$ cat config.mk
export PLATFORM = sky130hd
export DESIGN_NAME = tbe_controller
export DESIGN_NICKNAME = d
export VERILOG_FILES = /design/src/traffic_burstiness_estimator_defines.svh /design/src/tbe_pkg.sv /design/src/tbe_controller.sv
export SDC_FILE = /design/constraint.sdc
export NUM_CORES = 1
export LEC_CHECK = 0
export CORE_MARGIN = 1.5
export CORE_UTILIZATION = 40
export CTS_CLUSTER_DIAMETER = 200
export CTS_CLUSTER_SIZE = 16
export DETAILED_ROUTE_END_ITERATION = 6
export DONT_BUFFER_PORTS = 1
export PLACE_DENSITY = 0.67
export SLEW_MARGIN = 20
export SYNTH_ARGS = -nofsm -noshare
export SYNTH_HDL_FRONTEND = slang
export SYNTH_SLANG_ARGS = --single-unit
export TNS_END_PERCENT = 100
$ cat constraint.sdc
create_clock -name clk -period 1.6 [get_ports clk]
set_input_delay 0.32 -clock clk [delete_from_list [all_inputs] [get_ports clk]]
set_output_delay 0.32 -clock clk [all_outputs]
set_load 0.02 [all_outputs]
$ cat src/traffic_burstiness_estimator_defines.svh
// assertion macros for the burstiness estimator
`ifndef TRAFFIC_BURSTINESS_ESTIMATOR_DEFINES_SVH
`define TRAFFIC_BURSTINESS_ESTIMATOR_DEFINES_SVH

// property that must hold at every edge out of reset
`define TBE_ASSERT(label, prop, msg) \
    label: assert property (@(posedge clk) disable iff (!rst_n) (prop)) else $error(msg);

// implication checked in the next cycle
`define TBE_ASSERT_NEXT(label, cond, prop, msg) \
    label: assert property (@(posedge clk) disable iff (!rst_n) (cond) |=> (prop)) \
        else $error(msg);

`endif

$ cat src/tbe_pkg.sv
package tbe_pkg;

    localparam int MAX_STAMPS = 16384;
    localparam int MAX_EPOCHS = 100;
    localparam int ADDR_W     = 14;

    localparam logic [6:0]  EPOCH_RESET = 7'd17;
    localparam logic [14:0] LIMIT_RESET = 15'd10000;

    localparam logic REG_EPOCH_COUNT   = 1'b0;
    localparam logic REG_REQUEST_LIMIT = 1'b1;

    localparam logic [1:0] ST_OK        = 2'd0;
    localparam logic [1:0] ST_ZERO_SPAN = 2'd1;
    localparam logic [1:0] ST_NO_BURST  = 2'd2;

    typedef struct packed {
        logic [31:0] timestamp;
        logic        is_last;
    } in_item_t;

    typedef struct packed {
        logic [16:0] param_b;
        logic [22:0] param_a;
        logic [6:0]  bursty_epochs;
        logic [14:0] bursty_arrivals;
        logic [14:0] total_arrivals;
        logic [1:0]  status;
    } out_item_t;

    // controller -> datapath
    typedef struct packed {
        logic store_wr;
        logic rd_first;
        logic rd_last;
        logic cap_first;
        logic cap_last;
        logic epoch_init;
        logic bound_start;
        logic walk_start;
        logic walk_step;
        logic epoch_close;
        logic div_start;
        logic div_sel_a;
        logic load_b;
        logic load_a;
        logic clear_count;
        logic out_load;
        logic [1:0] out_status;
    } ctl_t;

    // datapath -> controller
    typedef struct packed {
        logic empty;
        logic zero_span;
        logic walk_take;
        logic last_epoch;
        logic no_burst;
        logic div_done;
    } sts_t;

endpackage

$ cat src/tbe_controller.sv
// sequencer: load, read first and last, check, boundary, walk, divide, deliver
module tbe_controller (
    input  logic           clk,
    input  logic           rst_n,
    input  logic           in_fire,
    input  logic           in_last,
    input  logic           out_fire,
    input  tbe_pkg::sts_t  sts,
    output tbe_pkg::ctl_t  ctl,
    output logic           in_ready,
    output logic           out_valid
);

    localparam logic [3:0] S_LOAD   = 4'd0;
    localparam logic [3:0] S_RDF    = 4'd1;
    localparam logic [3:0] S_RDL    = 4'd2;
    localparam logic [3:0] S_CHECK  = 4'd3;
    localparam logic [3:0] S_BOUND  = 4'd4;
    localparam logic [3:0] S_BWAIT  = 4'd5;
    localparam logic [3:0] S_WRD    = 4'd6;
    localparam logic [3:0] S_WALK   = 4'd7;
    localparam logic [3:0] S_CLOSE  = 4'd8;
    localparam logic [3:0] S_DIVB   = 4'd9;
    localparam logic [3:0] S_WAITB  = 4'd10;
    localparam logic [3:0] S_DIVA   = 4'd11;
    localparam logic [3:0] S_WAITA  = 4'd12;
    localparam logic [3:0] S_OUT    = 4'd13;
    localparam logic [3:0] S_RDL2   = 4'd14;

    logic [3:0] state_reg, state_next;
    logic [1:0] st_reg, st_next;

    always_comb
    begin
        state_next = state_reg;
        st_next    = st_reg;
        ctl        = '0;
        ctl.out_status = st_reg;
        unique case (state_reg)
            S_LOAD:
            begin
                if (in_fire)
                begin
                    ctl.store_wr = 1'b1;
                    if (in_last)
                        state_next = S_RDF;
                end
            end
            S_RDF:
            begin
                ctl.rd_first = 1'b1;
                state_next   = S_RDL;
            end
            S_RDL:
            begin
                ctl.rd_last   = 1'b1;
                ctl.cap_first = 1'b1;
                state_next    = S_RDL2;
            end
            S_RDL2:
            begin
                ctl.cap_last   = 1'b1;
                ctl.epoch_init = 1'b1;
                state_next     = S_CHECK;
            end
            S_CHECK:
            begin
                if (sts.empty || sts.zero_span)
                begin
                    st_next    = tbe_pkg::ST_ZERO_SPAN;
                    state_next = S_OUT;
                    ctl.out_load   = 1'b1;
                    ctl.out_status = tbe_pkg::ST_ZERO_SPAN;
                end
                else
                    state_next = S_BOUND;
            end
            S_BOUND:
            begin
                ctl.bound_start = 1'b1;
                state_next      = S_BWAIT;
            end
            S_BWAIT:
            begin
                if (sts.div_done)
                    state_next = S_WRD;
            end
            S_WRD:
            begin
                ctl.walk_start = 1'b1;
                state_next     = S_WALK;
            end
            S_WALK:
            begin
                if (sts.walk_take)
                    ctl.walk_step = 1'b1;
                else
                    state_next = S_CLOSE;
            end
            S_CLOSE:
            begin
                ctl.epoch_close = 1'b1;
                state_next = sts.last_epoch ? S_DIVB : S_BOUND;
            end
            S_DIVB:
            begin
                if (sts.no_burst)
                begin
                    st_next        = tbe_pkg::ST_NO_BURST;
                    ctl.out_load   = 1'b1;
                    ctl.out_status = tbe_pkg::ST_NO_BURST;
                    state_next     = S_OUT;
                end
                else
                begin
                    ctl.div_start = 1'b1;
                    state_next    = S_WAITB;
                end
            end
            S_WAITB:
            begin
                if (sts.div_done)
                begin
                    ctl.load_b = 1'b1;
                    state_next = S_DIVA;
                end
            end
            S_DIVA:
            begin
                ctl.div_start = 1'b1;
                ctl.div_sel_a = 1'b1;
                state_next    = S_WAITA;
            end
            S_WAITA:
            begin
                ctl.div_sel_a = 1'b1;
                if (sts.div_done)
                begin
                    ctl.load_a     = 1'b1;
                    ctl.out_load   = 1'b1;
                    ctl.out_status = tbe_pkg::ST_OK;
                    st_next        = tbe_pkg::ST_OK;
                    state_next     = S_OUT;
                end
            end
            S_OUT:
            begin
                if (out_fire)
                begin
                    ctl.clear_count = 1'b1;
                    state_next      = S_LOAD;
                end
            end
            default:
                state_next = S_LOAD;
        endcase
    end

    always_ff @(posedge clk or negedge rst_n)
    begin
        if (!rst_n)
        begin
            state_reg <= S_LOAD;
            st_reg    <= tbe_pkg::ST_OK;
        end
        else
        begin
            state_reg <= state_next;
            st_reg    <= st_next;
        end
    end

    assign in_ready  = (state_reg == S_LOAD);
    assign out_valid = (state_reg == S_OUT);

endmodule
==> run metrics <==
outcome=complete, but fails checks; violated checks=negative setup slack; Yosys top cell by area=dfrtp_1; Hold Violations, Final=0; Die Height=~44 um; ys flop type=dfrtp_1; PwrDens=2430 mW/mm^2; Buf/Inv on CP=3; total die area=0.00195 sq mm; clock power share=0.045; Reg power frac=0.116; P_int=around 1.6 mW; Yosys reg bits=6; Worst path depth=5; final setup vio count=18; CP delay by family, top=flip-flops; FP Rows=14; Tcrit/Tclk final=1.11; Pleak=between 0.5 and 0.6 nW; Max IR drop VDD=1.55 mV; Pre-antenna DRT Iters=4; fin util=0.822; synth-to-layout area growth=87.2%; Fmax=564 MHz; clock-pin slew on the worst setup and hold paths=0.05 ns; R2R depth=7; Starting Density=0.439; switching power=1.45 mW; slowest CP cell=dfrtp_2; Syn Area/Cell=7.28 sq um; routed via count=887; CTS Buf Count=3; CTS H-tree depth=1; all-layer global routing usage=0.225; post-DP HPWL=1390 um; Synth Instances=93; Worst EP required=1.28 ns; clock sinks=6; critical path class=flip-flop to output pin; worst hold-check path type=input port to flip-flop; final worst clock skew=approximately 0.0066 ns; Setup crit start kind=flip-flop; worst r2r src=state_reg[3]; Placer Congestion=0.853; Logic pwr share=0.839; Seq/Total Area, Yosys=0.222; antenna-violating nets left=0; crit path capture=ctl[5]; setup slack after layout=-0.174 ns; r2r setup slk=-0.06 ns; Post-synth EDFFs=0; RSZ-0062 raised after global routing=yes; Cell variety after synth=35; first-pass GRT wire length=roughly 3300 um; Sw Share=0.471; Critical R2R Capture=state_reg[2]; DRT iter0 DRCs=30; CP Capture Type=output pin; Synth area leaders=dfrtp_1 (22%), nand2_1 (5.5%), nor2_1 (5.5%); core area=roughly 0.0015 sq mm; Overall Power=just over 3 mW; Port-buffer cells=0; Mapped Nets=104; routed len/inst=18.4 um; Layout Nets=142; Rel. slew slack=0.812; cell area after synthesis=677 sq um; Final Max Slew Viols=0; CP Launch Point=state_reg[2]; largest net degree at the start of global routing=16; Root Driver=clkbuf_4; Post-synth ARST share=1.00; Top Ports=31; initial antenna violation count=0; TritonCTS clock tree=yes; post-layout min period=1.77 ns; CP peak stage delay=0.45 ns; Max Buffers Root-to-Sink=2; vias in the first global route=720; DRC=0; top cell type's share of synthesized area=0.222; Crit path top cell by count=buf_6; global route total overflow=0; number of flip-flops in the largest register=4; CP Max Fanout=5; final wirelength=2660 um; diodes inserted=0; clock latency on the worst-skew pair=0.25 ns; synth warn=0; Worst Max-Slew Pin Slew=around 0.28 ns; max-capacitance violation count=0; share of cells above drive strength 1=0.636; arrival time worst endpoint=1.45 ns; worst-path cell chain=buf_6, nand4bb_1, buf_4, nor2_4, buf_6; vias per cell=6.12; die width=44.1 um
cell families after synthesis:
| family | after synthesis | synth area share |
|---|---|---|
| multiplexers | 3 | 0.0518 |
| AND/OR/NAND/NOR | 44 | 0.344 |
| flip-flops | 6 | 0.222 |
| AO/OA/AOI/OAI | 24 | 0.261 |
| buffers and inverters | 16 | 0.122 |
worst register-to-register path: stages, from the launching register on:
cell       delay [ns]
dfrtp_2          0.43
buf_6            0.15
buf_4            0.13
nand4bb_1        0.14
a21oi_2          0.09
a221oi_2         0.25
buf_4            0.18
mux2i_2          0.20
how the worst min path moves through the flow:
stage,startpoint,endpoint,slack [ns],depth (start not counted)
floorplan,rst_n,st_reg[0],0.02,0
global placement,rst_n,st_reg[1],0.02,0
detailed placement,rst_n,st_reg[1],0.02,0
CTS,sts[1],state_reg[1],0.31,3
global route,sts[1],state_reg[1],0.39,3
finish,sts[1],state_reg[1],0.36,3
power by group through the flow:
| stage | clock [mW] | combinational [mW] | sequential [mW] |
|---|---|---|---|
| CTS | 0.135 | 1.95 | 0.323 |
| detailed placement | 0 | 1.65 | 0.291 |
| global route | 0.143 | 2.73 | 0.361 |
| global placement | 0 | 1.62 | 0.288 |
| finish | 0.140 | 2.58 | 0.357 |
| floorplan | 0 | 1.30 | 0.257 |
cells in the mapped netlist, types with 2 or more instances:
master     count
a211o_1        2
a21o_1         2
a21oi_1        4
a31oi_1        2
a32oi_1        2
and2_1         3
buf_2          3
buf_4          3
clkbuf_1       4
dfrtp_1        6
inv_1          5
mux2i_1        2
nand2_1       10
nand2b_1       3
nand3_1        5
nand4_1        2
nand4bb_1      2
nor2_1        10
nor3_1         2
nor3b_1        2
o211ai_1       3
o21ai_0        3
placed cells by master (no fill, tap or decap), drive strengths merged:
cell type	instances
and3	1
o21ai	3
nor2b	1
nand2b	3
a211o	2
nor2	10
dlygate4sd3	1
dfrtp	6
o2111ai	1
o2bb2ai	1
nand4	2
a221oi	1
buf	42
nand2	10
nand4bb	2
nand3	5
a32oi	2
nand3b	1
nor3	2
a211oi	1
nor3b	2
inv	5
o211ai	3
or2	1
o31ai	1
clkbuf	4
a31oi	2
a21o	2
mux2i	2
and2	3
a21oi	5
or3b	1
mux2	1
final cells by class:
| cell class | count | area, sq um |
|---|---|---|
| Multi-Input combinational cell | 71 | 621 |
| Timing Repair Buffer | 44 | 430 |
| Fill cell | 84 | 274 |
| Sequential cell | 6 | 155 |
| Clock buffer | 3 | 22.5 |
| Tap cell | 16 | 20.0 |
| Inverter | 5 | 18.8 |
per-layer routing:
metal  GRT usage  vias up  routed length (um)
met1       0.303      430                1110
met2       0.365       44                1360
met4       0.109        0                  41
met5           0        -                   0
met3      0.0163        7                 147
li1            -      406                   -
through the flow:
stage | TNS, ns | cell area, sq um | hold slack [ns] | worst slack (ns) | instances
finish | -1.59 | 1270 | 0.356 | -0.174 | 145
global route | -2.21 | 1270 | 0.389 | -0.203 | 145
CTS | -0.889 | 1050 | 0.306 | -0.104 | 132
detailed placement | -0.00984 | 866 | 0.0245 | -0.00984 | 123
global placement | 0 | 866 | 0.0245 | 0.00436 | 123
floorplan | -0.00127 | 748 | 0.0244 | -0.00127 | 93
what timing repair did:
action | CTS | global route
endpoints found under the hold margin | 6 | 0
buffers inserted | 5 | 12
hold buffers | 1 | 0
endpoints found under the setup margin | 14 | 22
gates cloned | 0 | 1
gates resized for setup | 30 | 30
pin swaps | 8 | 13
Power figures use the tool's default switching activity.
